<file path="src/hdl/bsa_pkg.sv">
package bsa_pkg;

  // Field widths of the request and result transactions
  localparam int unsigned ACTION_W       = 2;
  localparam int unsigned ITEM_WEIGHT_W  = 16;
  localparam int unsigned SLOT_INDEX_W   = 6;
  localparam int unsigned STATUS_W       = 2;
  localparam int unsigned GRANTED_SLOT_W = 6;
  localparam int unsigned TOTAL_WEIGHT_W = 22;
  localparam int unsigned ENTRY_COUNT_W  = 7;

  // Configuration port
  localparam int unsigned CFG_INDEX_W = 2;
  localparam int unsigned CFG_DATA_W  = 22;
  localparam int unsigned LIMIT_W     = 22;

  localparam logic [CFG_INDEX_W-1:0] CFG_WEIGHT_LIMIT  = 2'd0;
  localparam logic [CFG_INDEX_W-1:0] CFG_LIMIT_ENABLED = 2'd1;

  // Default sizes
  localparam int unsigned DEF_SLOT_COUNT  = 64;
  localparam int unsigned DEF_WEIGHT_BITS = 16;

  typedef enum logic [ACTION_W-1:0] {
    ACT_ADD    = 2'd0,
    ACT_REMOVE = 2'd1,
    ACT_CLEAR  = 2'd2
  } action_e;

  typedef enum logic [STATUS_W-1:0] {
    ST_OK    = 2'd0,
    ST_OVER  = 2'd1,
    ST_FULL  = 2'd2,
    ST_EMPTY = 2'd3
  } status_e;

endpackage

</file>
<file path="src/hdl/bsa_free_search.sv">
module bsa_free_search #(
  parameter int unsigned SLOT_COUNT = bsa_pkg::DEF_SLOT_COUNT,
  parameter int unsigned IDX_W      = $clog2(SLOT_COUNT)
) (
  input  logic [SLOT_COUNT-1:0] used_i,
  output logic                  found_o,
  output logic [IDX_W-1:0]      free_idx_o
);
  import bsa_pkg::*;

  // Lowest free slot wins: scan from the top so the lowest hit is last.
  always_comb begin
    found_o    = 1'b0;
    free_idx_o = '0;
    for (int k = SLOT_COUNT - 1; k >= 0; k--) begin
      if (!used_i[k]) begin
        found_o    = 1'b1;
        free_idx_o = IDX_W'(k);
      end
    end
  end

endmodule

</file>
<file path="src/hdl/bsa_weight_store.sv">
module bsa_weight_store #(
  parameter int unsigned DEPTH  = bsa_pkg::DEF_SLOT_COUNT,
  parameter int unsigned DATA_W = bsa_pkg::DEF_WEIGHT_BITS,
  parameter int unsigned ADDR_W = $clog2(DEPTH)
) (
  input  logic              clk_i,
  input  logic              rd_en_i,
  input  logic [ADDR_W-1:0] rd_addr_i,
  output logic [DATA_W-1:0] rd_data_o,
  input  logic              wr_en_i,
  input  logic [ADDR_W-1:0] wr_addr_i,
  input  logic [DATA_W-1:0] wr_data_i
);
  import bsa_pkg::*;

  logic [DATA_W-1:0] mem_q [DEPTH];
  logic [DATA_W-1:0] rd_data_q;

  always_ff @(posedge clk_i) begin
    if (wr_en_i) begin
      mem_q[wr_addr_i] <= wr_data_i;
    end
  end

  // Registered read; a same-cycle write to the read address is forwarded.
  always_ff @(posedge clk_i) begin
    if (rd_en_i) begin
      if (wr_en_i && (wr_addr_i == rd_addr_i)) begin
        rd_data_q <= wr_data_i;
      end else begin
        rd_data_q <= mem_q[rd_addr_i];
      end
    end
  end

  assign rd_data_o = rd_data_q;

endmodule

</file>
<file path="src/hdl/budgeted_slot_allocator_unit.sv">
// Budgeted first-fit slot allocator.
//
// Request channel (in_valid_i / in_stall_o): action, item weight, slot index.
// Add takes the lowest free slot unless the enabled weight limit would be
// exceeded; remove frees one slot and subtracts its weight; clear empties
// the store. Result channel (out_valid_o / out_stall_i): status, slot,
// total weight and entry count after the step, one result per request.
// Config channel (cfg_valid_i / cfg_ready_o) writes weight_limit (index 0)
// and limit_enabled (index 1); ready is always high, other indexes ignored.
//
// Throughput: one transaction per cycle while the receiver does not stall,
// set by the result stage that updates slot marks, total and count in the
// same cycle it decides status. The slot weight memory is read at accept
// time, so its registered data meets the request in the result stage.
//
// Reset clears all slot marks, the total, the count and both config
// registers; no clearing pass is needed. When the receiver stalls the
// result register holds, the request register still takes one more item,
// and then in_stall_o rises until the result is taken.
module budgeted_slot_allocator_unit #(
  parameter int unsigned SLOT_COUNT  = bsa_pkg::DEF_SLOT_COUNT,
  parameter int unsigned WEIGHT_BITS = bsa_pkg::DEF_WEIGHT_BITS
) (
  input  logic                                clk_i,
  input  logic                                rst_ni,
  // request channel
  input  logic                                in_valid_i,
  output logic                                in_stall_o,
  input  logic [bsa_pkg::ACTION_W-1:0]        action_i,
  input  logic [bsa_pkg::ITEM_WEIGHT_W-1:0]   item_weight_i,
  input  logic [bsa_pkg::SLOT_INDEX_W-1:0]    slot_index_i,
  // result channel
  output logic                                out_valid_o,
  input  logic                                out_stall_i,
  output logic [bsa_pkg::STATUS_W-1:0]        status_o,
  output logic [bsa_pkg::GRANTED_SLOT_W-1:0]  granted_slot_o,
  output logic [bsa_pkg::TOTAL_WEIGHT_W-1:0]  total_weight_o,
  output logic [bsa_pkg::ENTRY_COUNT_W-1:0]   entry_count_o,
  // configuration channel
  input  logic                                cfg_valid_i,
  output logic                                cfg_ready_o,
  input  logic [bsa_pkg::CFG_INDEX_W-1:0]     cfg_index_i,
  input  logic [bsa_pkg::CFG_DATA_W-1:0]      cfg_data_i
);
  import bsa_pkg::*;

  localparam int unsigned IDX_W = $clog2(SLOT_COUNT);
  localparam int unsigned CNT_W = $clog2(SLOT_COUNT + 1);
  // Holds SLOT_COUNT full weights plus one more without overflow
  localparam int unsigned SUM_W = WEIGHT_BITS + CNT_W;
  localparam int unsigned CMP_W = (SUM_W > LIMIT_W) ? SUM_W : LIMIT_W;

  // ---------------------------------------------------------------
  // Configuration
  // ---------------------------------------------------------------
  logic [LIMIT_W-1:0] limit_q;
  logic               lim_en_q;

  assign cfg_ready_o = 1'b1;

  always_ff @(posedge clk_i or negedge rst_ni) begin
    if (!rst_ni) begin
      limit_q  <= '0;
      lim_en_q <= 1'b0;
    end else if (cfg_valid_i && cfg_ready_o) begin
      case (cfg_index_i)
        CFG_WEIGHT_LIMIT:  limit_q  <= LIMIT_W'(cfg_data_i);
        CFG_LIMIT_ENABLED: lim_en_q <= cfg_data_i[0];
        default: ;
      endcase
    end
  end

  // ---------------------------------------------------------------
  // Handshake
  // ---------------------------------------------------------------
  logic in_vld_q;
  logic out_vld_q;
  logic fire;
  logic accept;

  assign fire       = in_vld_q && (!out_vld_q || !out_stall_i);
  assign in_stall_o = in_vld_q && !fire;
  assign accept     = in_valid_i && !in_stall_o;

  always_ff @(posedge clk_i or negedge rst_ni) begin
    if (!rst_ni) begin
      in_vld_q  <= 1'b0;
      out_vld_q <= 1'b0;
    end else begin
      if (accept) begin
        in_vld_q <= 1'b1;
      end else if (fire) begin
        in_vld_q <= 1'b0;
      end
      if (fire) begin
        out_vld_q <= 1'b1;
      end else if (!out_stall_i) begin
        out_vld_q <= 1'b0;
      end
    end
  end

  // ---------------------------------------------------------------
  // Request register
  // ---------------------------------------------------------------
  action_e                   act_q;
  logic [WEIGHT_BITS-1:0]    w_q;
  logic [SLOT_INDEX_W-1:0]   idx_q;

  always_ff @(posedge clk_i) begin
    if (accept) begin
      act_q <= action_e'(action_i);
      w_q   <= WEIGHT_BITS'(item_weight_i);
      idx_q <= slot_index_i;
    end
  end

  // ---------------------------------------------------------------
  // Slot state
  // ---------------------------------------------------------------
  logic [SLOT_COUNT-1:0]  used_q, used_d;
  logic [SUM_W-1:0]       sum_q, sum_d;
  logic [CNT_W-1:0]       cnt_q, cnt_d;

  logic                   found;
  logic [IDX_W-1:0]       free_idx;
  logic [WEIGHT_BITS-1:0] rd_weight;
  logic                   mem_we;

  bsa_free_search #(
    .SLOT_COUNT (SLOT_COUNT),
    .IDX_W      (IDX_W)
  ) u_search (
    .used_i     (used_q),
    .found_o    (found),
    .free_idx_o (free_idx)
  );

  bsa_weight_store #(
    .DEPTH     (SLOT_COUNT),
    .DATA_W    (WEIGHT_BITS),
    .ADDR_W    (IDX_W)
  ) u_store (
    .clk_i     (clk_i),
    .rd_en_i   (accept),
    .rd_addr_i (IDX_W'(slot_index_i)),
    .rd_data_o (rd_weight),
    .wr_en_i   (mem_we),
    .wr_addr_i (free_idx),
    .wr_data_i (w_q)
  );

  // ---------------------------------------------------------------
  // Result stage
  // ---------------------------------------------------------------
  logic [IDX_W-1:0]          rm_idx;
  logic                      in_range;
  logic                      over;
  status_e                   res_status;
  logic [GRANTED_SLOT_W-1:0] res_slot;

  assign rm_idx   = IDX_W'(idx_q);
  assign in_range = (32'(idx_q) < 32'(SLOT_COUNT));
  assign over     = lim_en_q &&
                    ((CMP_W'(sum_q) + CMP_W'(w_q)) > CMP_W'(limit_q));

  always_comb begin
    used_d     = used_q;
    sum_d      = sum_q;
    cnt_d      = cnt_q;
    res_status = ST_OK;
    res_slot   = '0;
    mem_we     = 1'b0;
    case (act_q)
      ACT_ADD: begin
        if (over) begin
          res_status = ST_OVER;
        end else if (!found) begin
          res_status = ST_FULL;
        end else begin
          used_d[free_idx] = 1'b1;
          sum_d            = sum_q + SUM_W'(w_q);
          cnt_d            = cnt_q + CNT_W'(1);
          res_slot         = GRANTED_SLOT_W'(free_idx);
          mem_we           = fire;
        end
      end
      ACT_REMOVE: begin
        res_slot = GRANTED_SLOT_W'(idx_q);
        if (in_range && used_q[rm_idx]) begin
          used_d[rm_idx] = 1'b0;
          sum_d          = sum_q - SUM_W'(rd_weight);
          cnt_d          = cnt_q - CNT_W'(1);
        end else begin
          res_status = ST_EMPTY;
        end
      end
      ACT_CLEAR: begin
        used_d = '0;
        sum_d  = '0;
        cnt_d  = '0;
      end
      default: ;  // unused code: no change
    endcase
  end

  always_ff @(posedge clk_i or negedge rst_ni) begin
    if (!rst_ni) begin
      used_q <= '0;
      sum_q  <= '0;
      cnt_q  <= '0;
    end else if (fire) begin
      used_q <= used_d;
      sum_q  <= sum_d;
      cnt_q  <= cnt_d;
    end
  end

  // ---------------------------------------------------------------
  // Result register
  // ---------------------------------------------------------------
  logic [STATUS_W-1:0]       status_q;
  logic [GRANTED_SLOT_W-1:0] slot_q;
  logic [TOTAL_WEIGHT_W-1:0] total_q;
  logic [ENTRY_COUNT_W-1:0]  count_q;

  always_ff @(posedge clk_i) begin
    if (fire) begin
      status_q <= res_status;
      slot_q   <= res_slot;
      total_q  <= TOTAL_WEIGHT_W'(sum_d);
      count_q  <= ENTRY_COUNT_W'(cnt_d);
    end
  end

  assign out_valid_o    = out_vld_q;
  assign status_o       = status_q;
  assign granted_slot_o = slot_q;
  assign total_weight_o = total_q;
  assign entry_count_o  = count_q;

  // ---------------------------------------------------------------
  // Checks
  // ---------------------------------------------------------------
  a_count_matches_marks: assert property (@(posedge clk_i) disable iff (!rst_ni)
    $countones(used_q) == 32'(cnt_q))
    else $error("entry count disagrees with slot marks");

  a_count_bounded: assert property (@(posedge clk_i) disable iff (!rst_ni)
    32'(cnt_q) <= 32'(SLOT_COUNT))
    else $error("entry count above slot count");

  a_write_free_slot: assert property (@(posedge clk_i) disable iff (!rst_ni)
    mem_we |-> (found && !used_q[free_idx]))
    else $error("weight written to an occupied slot");

  a_over_needs_limit: assert property (@(posedge clk_i) disable iff (!rst_ni)
    (fire && (res_status == ST_OVER)) |-> lim_en_q)
    else $error("over-limit status while limit disabled");

  a_mark_set_after_add: assert property (@(posedge clk_i) disable iff (!rst_ni)
    mem_we |=> used_q[$past(free_idx)])
    else $error("granted slot not marked occupied");

endmodule
</file>
<file path="config.mk">
export PLATFORM = sky130hd
export DESIGN_NAME = budgeted_slot_allocator_unit
export DESIGN_NICKNAME = d
export VERILOG_FILES = /design/src/hdl/bsa_pkg.sv /design/src/hdl/bsa_free_search.sv /design/src/hdl/bsa_weight_store.sv /design/src/hdl/budgeted_slot_allocator_unit.sv
export SDC_FILE = /design/constraint.sdc
export NUM_CORES = 1
export LEC_CHECK = 0
export BUFFER_PORTS_ARGS = -buffer_cell sky130_fd_sc_hd__buf_2
export CAP_MARGIN = 25
export CORE_ASPECT_RATIO = 1.2
export CORE_MARGIN = 2
export CORE_UTILIZATION = 35
export DETAILED_ROUTE_END_ITERATION = 10
export HOLD_SLACK_MARGIN = 0.02
export PLACE_DENSITY = 0.58
export SLEW_MARGIN = 20
export SYNTH_ARGS = -nofsm -noshare
export SYNTH_HDL_FRONTEND = slang
export SYNTH_SLANG_ARGS = --single-unit
</file>
<file path="constraint.sdc">
create_clock -name clk_i -period 6.7 [get_ports clk_i]
set_input_delay 0 -clock clk_i [delete_from_list [all_inputs] [get_ports clk_i]]
set_output_delay 0 -clock clk_i [all_outputs]
set_load 0.02 [all_outputs]
</file>
# Word-level counts from Yosys, hierarchy flattened
# Memory sizes are Yosys's and may differ from the RTL's. A register that Yosys moved wholly into a read port is not among the register bits.
# Cells that the tools add are included.
[totals] output_inout_bits=40 inputBits=53 mem_bits_rw=1024 mem_count=1 register_bits=180
[op_classes] n_mux=162 reduce_logical=18 addsub=4 magnitude_cmp=5 eq_ne=7 n_bitwise=3
[mem_list] memory="u_store.mem_q" words=64 word_bits=16 read_ports=1 rd_clocked_by_memory_dff=1 write_ports=1 line="bsa_weight_store.sv:16" source="logic [DATA_W-1:0] mem_q [DEPTH];"
[op_table] cell="2-to-1 mux 6 bit" n=66
[op_table] cell="2-to-1 mux 64 bit" n=3
[op_table] cell="case mux 64 bit (3 select lines)" n=1
[op_table] cell="2-to-1 mux 1 bit" n=76
[op_table] cell="2-to-1 mux 23 bit" n=3
[op_table] cell="case mux 23 bit (3 select lines)" n=1
[op_table] cell="AND 64 bit" n=1
[op_table] cell="inverter 64 bit" n=1
[op_table] cell="OR 64 bit" n=1
[op_table] cell="adder 23 x 16 -> 23 bit" n=1
[op_table] cell="greater-than comparator 23 x 22 -> 1 bit" n=1
[op_table] cell="subtractor 23 x 16 -> 23 bit" n=1
[op_table] cell="2-to-1 mux 7 bit" n=3
[op_table] cell="case mux 7 bit (3 select lines)" n=1
[op_table] cell="less-than comparator 6 x 7 -> 1 bit (second input constant)" n=2
[op_table] cell="demux 1 bit (select 6 bit)" n=2
[op_table] cell=">= comparator 6 x 1 -> 1 bit (second input constant)" n=2
[op_table] cell="case mux 6 bit (2 select lines)" n=1
[op_table] cell="adder 7 x 1 -> 7 bit (second input constant)" n=1
[op_table] cell="subtractor 7 x 1 -> 7 bit (second input constant)" n=1
[op_table] cell="binary-select mux 1 bit (select 6 bit)" n=1
[op_table] cell="logical AND 1 bit" n=6
[op_table] cell="2-to-1 mux 2 bit" n=3
[op_table] cell="inequality test 2 bit (second input constant)" n=3
[op_table] cell="other kinds (11)" n=17

# Logic depth before layout (Yosys ltp)
# Gate-level depths: netlist of run 1.
[logic_depth] depth_word=72 ltp_mapped=21 ltp_nobuf=19

# By module
# Synthesis of run 1 repeated with hierarchy kept, for this count alone.
[unflattened] hier_cells=3564 hier_area_um2=53059.6
[modules_own_cells] module="bsa_weight_store" instances=1 seq_area_each_um2=31230.0 cells_each=2114 area_per_inst_um2=40630.2
[modules_own_cells] module="budgeted_slot_allocator_unit" instances=1 seq_area_each_um2=4809.6 cells_each=1306 area_per_inst_um2=11611.1
[modules_own_cells] module="bsa_free_search" instances=1 seq_area_each_um2=0.0 cells_each=144 area_per_inst_um2=818.3

# Least setup slack after synthesis of run 1
# Ideal clock, no wire load.
[synth_timing] kind="register to register" startpoint="register w_q[12]" endpoint="memory u_store.mem_q[54][0] (netlist bit), enable pin" t_arrival_ns=5.923 synth_period_minus_slack_ns=6.312 path_slack_ns=0.388 path_stages_with_launch=19 n_path_buf=1 path_cell_list="edfxtp_1 ha_1 clkbuf_1 a21o_1 a21o_1 a211o_1 a22o_1 a31oi_1 or3_1 nand2_1 ha_1 or4_1 a21oi_1 o221ai_1 a31o_2 or3_4 nor3_4 nand3_1 nor2_1"
[synth_between] elab_chain_len=7
[synth_rtl] element="from (decl)" line="budgeted_slot_allocator_unit.sv:108" source="logic [WEIGHT_BITS-1:0] w_q;"
[synth_rtl] element="from (signal assigned)" line="budgeted_slot_allocator_unit.sv:114" source="w_q <= WEIGHT_BITS'(item_weight_i);"
[synth_rtl] element="adder 23 x 16 -> 23 bit" line="budgeted_slot_allocator_unit.sv:166" source="((CMP_W'(sum_q) + CMP_W'(w_q)) > CMP_W'(limit_q));"
[synth_rtl] element="greater-than comparator 23 x 22 -> 1 bit" line="budgeted_slot_allocator_unit.sv:166"
[synth_rtl] element="logical AND 1 bit" line="budgeted_slot_allocator_unit.sv:165" source="assign over = lim_en_q &&"
[synth_rtl] element="2-to-1 mux 1 bit" line="budgeted_slot_allocator_unit.sv:177" source="if (over) begin"
[synth_rtl] element="2-to-1 mux 1 bit" line="budgeted_slot_allocator_unit.sv:175" source="case (act_q)"
[synth_rtl] element="2-to-1 mux 1 bit" line="bsa_weight_store.sv:20" source="if (wr_en_i) begin"
[synth_rtl] element="2-to-1 mux 1 bit (implied by the code)" line="bsa_weight_store.sv:21" source="mem_q[wr_addr_i] <= wr_data_i;"
[synth_rtl] element="to (decl)" line="bsa_weight_store.sv:16"
# No other way between the ends.

# Worst setup path in the final report of run 1
[layout_timing] startpoint="register sum_q[0]" endpoint="memory u_store.mem_q[49][7] (netlist bit), enable pin"
[layout_between] elab_chain_len=7
[layout_rtl] element="from (decl)" line="budgeted_slot_allocator_unit.sv:123" source="logic [SUM_W-1:0] sum_q, sum_d;"
[layout_rtl] element="from (signal assigned)" line="budgeted_slot_allocator_unit.sv:215" source="sum_q <= sum_d;"
[layout_rtl] element="adder 23 x 16 -> 23 bit" line="budgeted_slot_allocator_unit.sv:166"
[layout_rtl] element="greater-than comparator 23 x 22 -> 1 bit" line="budgeted_slot_allocator_unit.sv:166"
[layout_rtl] element="logical AND 1 bit" line="budgeted_slot_allocator_unit.sv:165"
[layout_rtl] element="2-to-1 mux 1 bit" line="budgeted_slot_allocator_unit.sv:177"
[layout_rtl] element="2-to-1 mux 1 bit" line="budgeted_slot_allocator_unit.sv:175"
[layout_rtl] element="2-to-1 mux 1 bit" line="bsa_weight_store.sv:20"
[layout_rtl] element="2-to-1 mux 1 bit (implied by the code)" line="bsa_weight_store.sv:21"
# No other way between the ends.

==> impl_metrics.py, run 1 <==
metrics = {
    "sta": {
        "rsz0062_at_grt": "no",
        "slew_headroom_pct": 24.5,
        "period_share_pct": 92.6,
        "finalClockSkew_ns": 0.0293,
        "hold_viol": 0,
        "layout_min_cycle_time_ns": 6.20,
        "drv_slew": 0,
        "tightest_slew_ns": 1.13,
        "setup_viol": 0,
        "whs_ns": 0.159,
        "tns_ns": 0,
        "timing.fmax_mhz": 161,
    },
    "place": {
        "hpwl_um": 91000,
        "port_buffers": 91,
        "place_inst": 5041,
        "gp_congestion": 0.913,
    },
    "drt": {
        "dr.pass1.iters": 5,
        "post_drt_wl_per_cell_um": 26.7,
        "viasPerCell": 5.55,
        "drt-initial-drc-count": 3025,
        "wl_um": 144000,
        "vias": 29949,
        "ant_nets": 0,
        "route.detailed.drc": 0,
    },
    "logic_synthesis": {
        "synthAdderAreaFrac_pct": 1.49,
        "synth_top_cell_by_area": "edfxtp_1",
        "synth_edf_count": 1101,
        "yosysWarnings": 0,
        "synth_mux_area_share_pct": 15.7,
        "yosysTopAreaCellShare_pct": 63.1,
        "async_reset_ff_share_pct": 9.75,
        "synth-xor-area-share_pct": 0.602,
        "ys_types": 83,
        "yosysMostFrequentCell": "edfxtp_1",
        "synth_cells": 3026,
        "syn_area_um2": 52400,
        "synthTopCellsByArea": "edfxtp_1 63%, mux4_2 15%, dfrtp_1 5.7%, o21ai_0 1.9%, ha_1 1.4%",
        "synth_compound_area_share_pct": 6.40,
        "synth_fp_nets": 3140,
        "synth.avg_cell_area_um2": 17.3,
        "synthTopCellsByCount": "1,101 x edfxtp_1, 342 x mux4_2, 201 x o21ai_0",
        "synth-simple-area-share_pct": 5.07,
        "ys_seq_elements": 1220,
        "yosysSeqAreaShare_pct": 68.8,
        "ys.flop_type": "edfxtp_1",
        "synth_top_family_by_area": "multiplexers",
    },
    "global_route": {
        "grt_pass1_wl_um": 211000,
        "grt_max_degree": 105,
        "grt.total_usage_pct": 18.9,
        "antenna_found_initial": 5,
        "grt_pass1_vias": 30104,
        "grt.overflow.total": 0,
    },
    "cts": {
        "clock_path_buffers": 3,
        "cts_root_buffer": "clkbuf_16",
        "cts_buffers": 119,
        "post_cts_resized": 0,
        "clock_latency_ns": 0.74,
        "h-tree-depth": 3,
        "clock-sinks": 1220,
        "path_clk_slew_ns": 0.07,
        "cts_tree": "done",
    },
    "min_path": {
        "min_path_type": "in2reg",
    },
    "pwr": {
        "p_comb_share_pct": 16.9,
        "power_density_nw_per_um2": 304,
        "power.share.clock_pct": 35.8,
        "ir_drop_mv": 0.243,
        "intPower_mw": 13.5,
        "switching_share_pct": 27.3,
        "netSwitchingPower_mw": 5.04,
        "p_seq_share_pct": 47.3,
        "leakage_nw": 20.2,
    },
    "worst_setup_path": {
        "cp_num_buf_inv": 2,
        "start_kind": "flop",
        "max_stage_delay_ns": 0.51,
        "crit_slowest_cell": "or4_1",
        "critical_path_arrival_ns": 6.64,
        "path_delay_family": "simple AND/OR/NAND/NOR gates",
        "criticalPathCategory": "reg2reg",
        "worst-path-max-fanout": 12,
        "endpoint_kind": "flop",
        "required_ns": 7.14,
        "path_cells": "ha_1 -> fa_1 -> a211oi_1 -> o21bai_4 -> a311o_1 -> a21oi_4 -> nor2_1 -> nand3_1 -> xnor2_1 -> ha_1 -> or4_1 -> a21oi_1 -> o221ai_1 -> a31o_2 -> or3_4 -> nor3_4 -> buf_4 -> nand3_1 -> nor2_1 -> buf_4",
    },
    "outcome": {
        "outcome": "finished clean",
    },
    "die": {
        "rows": 155,
        "core_area_um2": 149000,
        "start_util_pct": 35.3,
        "io_pins": 93,
        "die_h_um": 428,
        "die_x_um": 357,
        "dieArea_um2": 153000,
    },
    "finish": {
        "syn2layout_area_growth_pct": 16.3,
        "multiInputGateArea_um2": 15400,
        "nFillCells": 13309,
        "seq_area_um2": 36000,
        "nets": 3451,
        "layout-drive-gt1-share_pct": 23.0,
        "stdcell_count": 5394,
    },
    "flow_run": {
        "max-cap-violations": 0,
    },
}
## path summary, 6_finish.rpt
path                                       from                              to  slack [ns]  cells past startpoint
min in group asynchronous                rst_ni            cnt_q[2]$_DFFE_PN0P_        0.36                      4
max in group asynchronous                rst_ni          used_q[46]$_DFFE_PN0P_        5.64                      4
setup / recovery           sum_q[0]$_DFFE_PN0P_  u_store.mem_q[49][7]$_DFFE_PP_        0.50                     20
hold reg to reg            in_vld_q$_DFFE_PN0P_         out_valid_o$_DFFE_PN0P_        0.50                      1
setup reg to reg           sum_q[0]$_DFFE_PN0P_  u_store.mem_q[49][7]$_DFFE_PP_        0.50                     20
hold / removal                item_weight_i[14]               w_q[14]$_DFFE_PP_        0.16                      2
## cell usage in the layout, fill, tap and decap left out, types with 38 or more instances in the layout
cell type	netlist	final
dfrtp_1	119	119
inv_1	74	74
ha_1	59	58
clkbuf_16	0	120
buf_4	1	133
nor2_1	154	154
buf_2	11	88
o21ai_0	201	201
mux4_2	342	342
nand2_1	147	147
dlygate4sd3_1	0	135
nor3_1	43	38
a21oi_1	99	99
edfxtp_1	1101	1101
## cell families after synthesis
group                      Yosys count
muxes                              389
adders and majority gates           61
buffers and inverters              251
DFF                               1220
and+or+nand+nor                    543
other                                1
AOI/OAI and AO/OA                  525
xor gates and xnor gates            36
## worst register-to-register path, cell delays in order, from the launching register on
cell and delay [ns]:
dfrtp_1 0.44, ha_1 0.27, fa_1 0.43, a211oi_1 0.44
o21bai_4 0.14, a311o_1 0.35, a21oi_4 0.22, nor2_1 0.13
nand3_1 0.11, xnor2_1 0.11, ha_1 0.21, or4_1 0.51
a21oi_1 0.15, o221ai_1 0.16, a31o_2 0.32, or3_4 0.36
nor3_4 0.15, buf_4 0.33, nand3_1 0.35, nor2_1 0.45
buf_4 0.29
## per-stage QoR
step                      worst slack, ns  total power, mW  area, um^2  util (%)
after global routing                0.122             19.2       60900      41.0
after detailed placement            0.479             11.9       55700      37.5
after floorplan                     0.388             10.8       52400         -
after CTS                           0.483             18.6       60900      41.0
final                               0.496             18.5       60900      41.0
after global placement              0.626             11.9       55700      37.5
## power groups by stage
stage / combinational [mW] / clock [mW] / sequential (mW)
6_report: 3.12 / 6.62 / 8.76
5_1_grt: 3.39 / 7.04 / 8.78
4_1_cts: 3.11 / 6.75 / 8.75
3_5_place_dp: 3.01 / 0 / 8.91
3_3_place_gp: 3.01 / 0 / 8.90
2_1_floorplan: 1.94 / 0 / 8.89
## final cells by class
class,count,share of cell area (%)
flip-flops and latches,1220,59.2
multi-input cells,1555,25.3
clock buffers,147,5.11
repair buffers,365,4.84
well taps,1962,4.03
clock inverters,67,1.11
inverters,76,0.468
diodes,2,0.00822
## registers in the layout, indices dropped and copies added (netlist names), 16 cells and up
signal / count
limit_q: 22
total_weight_o: 22
w_q: 16
u_store.rd_data_o: 16
used_q: 64
u_store.mem_q: 1024
sum_q: 23
## per-layer routing
layer	track usage, %	share of wire (%)
met5	0	0.016
met4	7.11	3.6
met3	2.61	6.1
met2	31.8	50
met1	25.0	41
## repair_timing
action                                 in CTS  in global routing
buffers inserted                            0                  0
hold buffers                              136                  0
endpoints found under the hold margin      97                  0
(Power assumes the default switching activity.)
==> run 2: changes to the inputs <==
- CORE_MARGIN: 2 -> 4
==> impl_metrics.py, run 2 (synthesis gave the netlist of run 1 again) <==
metrics = {
    "drt": {
        "drt-initial-drc-count": 3199,
        "met3_length_um": 9910,
        "ant_nets": 0,
        "wl_um": 148000,
        "met2_length_um": 74500,
        "viasPerCell": 5.57,
        "route.detailed.drc": 0,
        "dr.pass1.iters": 8,
        "drt-met1-wl_um": 58700,
        "post_drt_wl_per_cell_um": 27.3,
        "top_layer_used": "met5",
        "vias": 30219,
    },
    "sta": {
        "slew_headroom_pct": 22.8,
        "tns_ns": 0,
        "layout_min_cycle_time_ns": 5.99,
        "period_share_pct": 89.5,
        "setup_viol": 0,
        "timing.fmax_mhz": 167,
        "whs_ns": 0.167,
        "drv_slew": 0,
        "finalClockSkew_ns": 0.0493,
        "tightest_slew_ns": 1.15,
        "rsz0062_at_grt": "no",
        "hold_viol": 0,
    },
    "worst_setup_path": {
        "cpMostUsedCell": "buf_4",
        "path_delay_family": "compound AO/OA/AOI/OAI gates",
        "criticalPathCategory": "reg2reg",
        "required_ns": 7.12,
        "worst-path-max-fanout": 16,
        "cp_num_buf_inv": 3,
        "crit_slowest_cell": "or4_1",
        "path_cells": "ha_1 -> fa_1 -> a211oi_1 -> o21bai_4 -> a311o_1 -> a21oi_4 -> nor2_1 -> nand3_1 -> xnor2_1 -> ha_1 -> or4_1 -> a21oi_1 -> o221ai_1 -> a31o_2 -> or3_4 -> nor3_4 -> buf_4 -> nand3_1 -> buf_4 -> nor2_1 -> buf_4",
        "reg2reg_from": "sum_q[0]$_DFFE_PN0P_",
        "critical_path_arrival_ns": 6.42,
        "crit_end": "u_store.mem_q[51][14]$_DFFE_PP_",
        "crit_start": "sum_q[0]$_DFFE_PN0P_",
        "max_stage_delay_ns": 0.51,
        "endpoint_kind": "flop",
        "r2r_cells": 21,
        "r2r_slack_ns": 0.71,
        "cp.depth": 21,
        "start_kind": "flop",
        "r2r_end": "u_store.mem_q[51][14]$_DFFE_PP_",
    },
    "cts": {
        "cts_root_buffer": "clkbuf_16",
        "postCtsSetupBuffers": 0,
        "clock_latency_ns": 0.75,
        "cts_tree": "done",
        "path_clk_slew_ns": 0.06,
        "clock-sinks": 1220,
        "clock_path_buffers": 3,
        "cts_buffers": 121,
        "h-tree-depth": 3,
        "post_cts_resized": 0,
    },
    "pwr": {
        "leakage_nw": 20.4,
        "power_density_nw_per_um2": 304,
        "ir_drop_mv": 0.226,
    },
    "outcome": {
        "outcome": "finished clean",
    },
    "die": {
        "die_x_um": 361,
        "die_h_um": 432,
        "core_area_um2": 149000,
        "rows": 155,
        "dieArea_um2": 156000,
        "start_util_pct": 35.2,
        "io_pins": 93,
    },
    "place": {
        "hpwl_um": 92500,
        "place_area_um2": 56000,
        "port_buffers": 91,
        "gp_congestion": 0.878,
    },
    "min_path": {
        "whs_path_depth": 2,
        "min_path_type": "in2reg",
    },
    "global_route": {
        "grt_pass1_vias": 30133,
        "grt.overflow.total": 0,
        "grt.total_usage_pct": 18.8,
        "antenna_found_initial": 4,
        "grt_max_degree": 91,
        "grt_pass1_wl_um": 215000,
    },
    "finish": {
        "top_regs": "u_store.mem_q x1024, used_q x64, sum_q x23",
        "stdcell_area_um2": 61400,
        "layout_common_cells": "1,101 x edfxtp_1, 342 x mux4_2, 201 x o21ai_0",
        "largest_register_ffs": 1024,
        "layout-drive-gt1-share_pct": 24.2,
        "nets": 3467,
        "final_common_cell": "edfxtp_1",
        "largest_register": "u_store.mem_q",
        "utilization_pct": 41.3,
        "syn2layout_area_growth_pct": 17.3,
    },
    "flow_run": {
        "max-cap-violations": 0,
    },
}
[run 2: power by group]
| part | total [mW] | switching [mW] | internal [mW] | leakage (nW) |
|---|---|---|---|---|
| registers | 8.76 | 0.239 | 8.52 | 11.5 |
| clock network | 6.79 | 2.93 | 3.87 | 1.93 |
| logic | 3.11 | 1.93 | 1.18 | 6.95 |
[run 2: per-layer routing]
metal  up-vias  global-route usage, %
met3       266                   3.10
met4         4                   6.57
met1     15809                   24.4
li1      12977                      -
met2      1163                   32.2
met5         -                      0
[run 2: how the worst min path moves through the flow]
stage / startpoint / endpoint
CTS: cfg_valid_i / lim_en_q$_DFFE_PN0P_
finish: slot_index_i[1] / idx_q[1]$_DFFE_PP_
global route: slot_index_i[1] / idx_q[1]$_DFFE_PP_
floorplan: rst_ni / cnt_q[0]$_DFFE_PN0P_
detailed placement: rst_ni / limit_q[20]$_DFFE_PN0P_
global placement: rst_ni / limit_q[20]$_DFFE_PN0P_
[run 2: final cells by class]
cell class / count / area [um^2]
tap: 1962 / 2450
timing repair buffer: 379 / 3260
sequential: 1220 / 36000
inverter: 76 / 285
antenna: 4 / 10.0
multi-input combinational: 1555 / 15400
clock buffer: 149 / 3180
clock inverter: 78 / 754
fill: 13204 / 87300
[run 2: metrics by stage]
stage | worst slack (ns) | cells | power (mW)
final | 0.706 | 5423 | 18.7
after global routing | 0.402 | 5420 | 19.4
after CTS | 0.706 | 5416 | 18.8
after detailed placement | 0.777 | 5053 | 11.9
after global placement | 0.748 | 5052 | 11.9
after floorplan | 0.388 | 3026 | 10.8
[run 2: timing repair]
| item | CTS | global route |
|---|---|---|
| hold endpoints to repair | 99 | 0 |
| hold buffers | 136 | 0 |
| setup endpoints to repair | 0 | 0 |
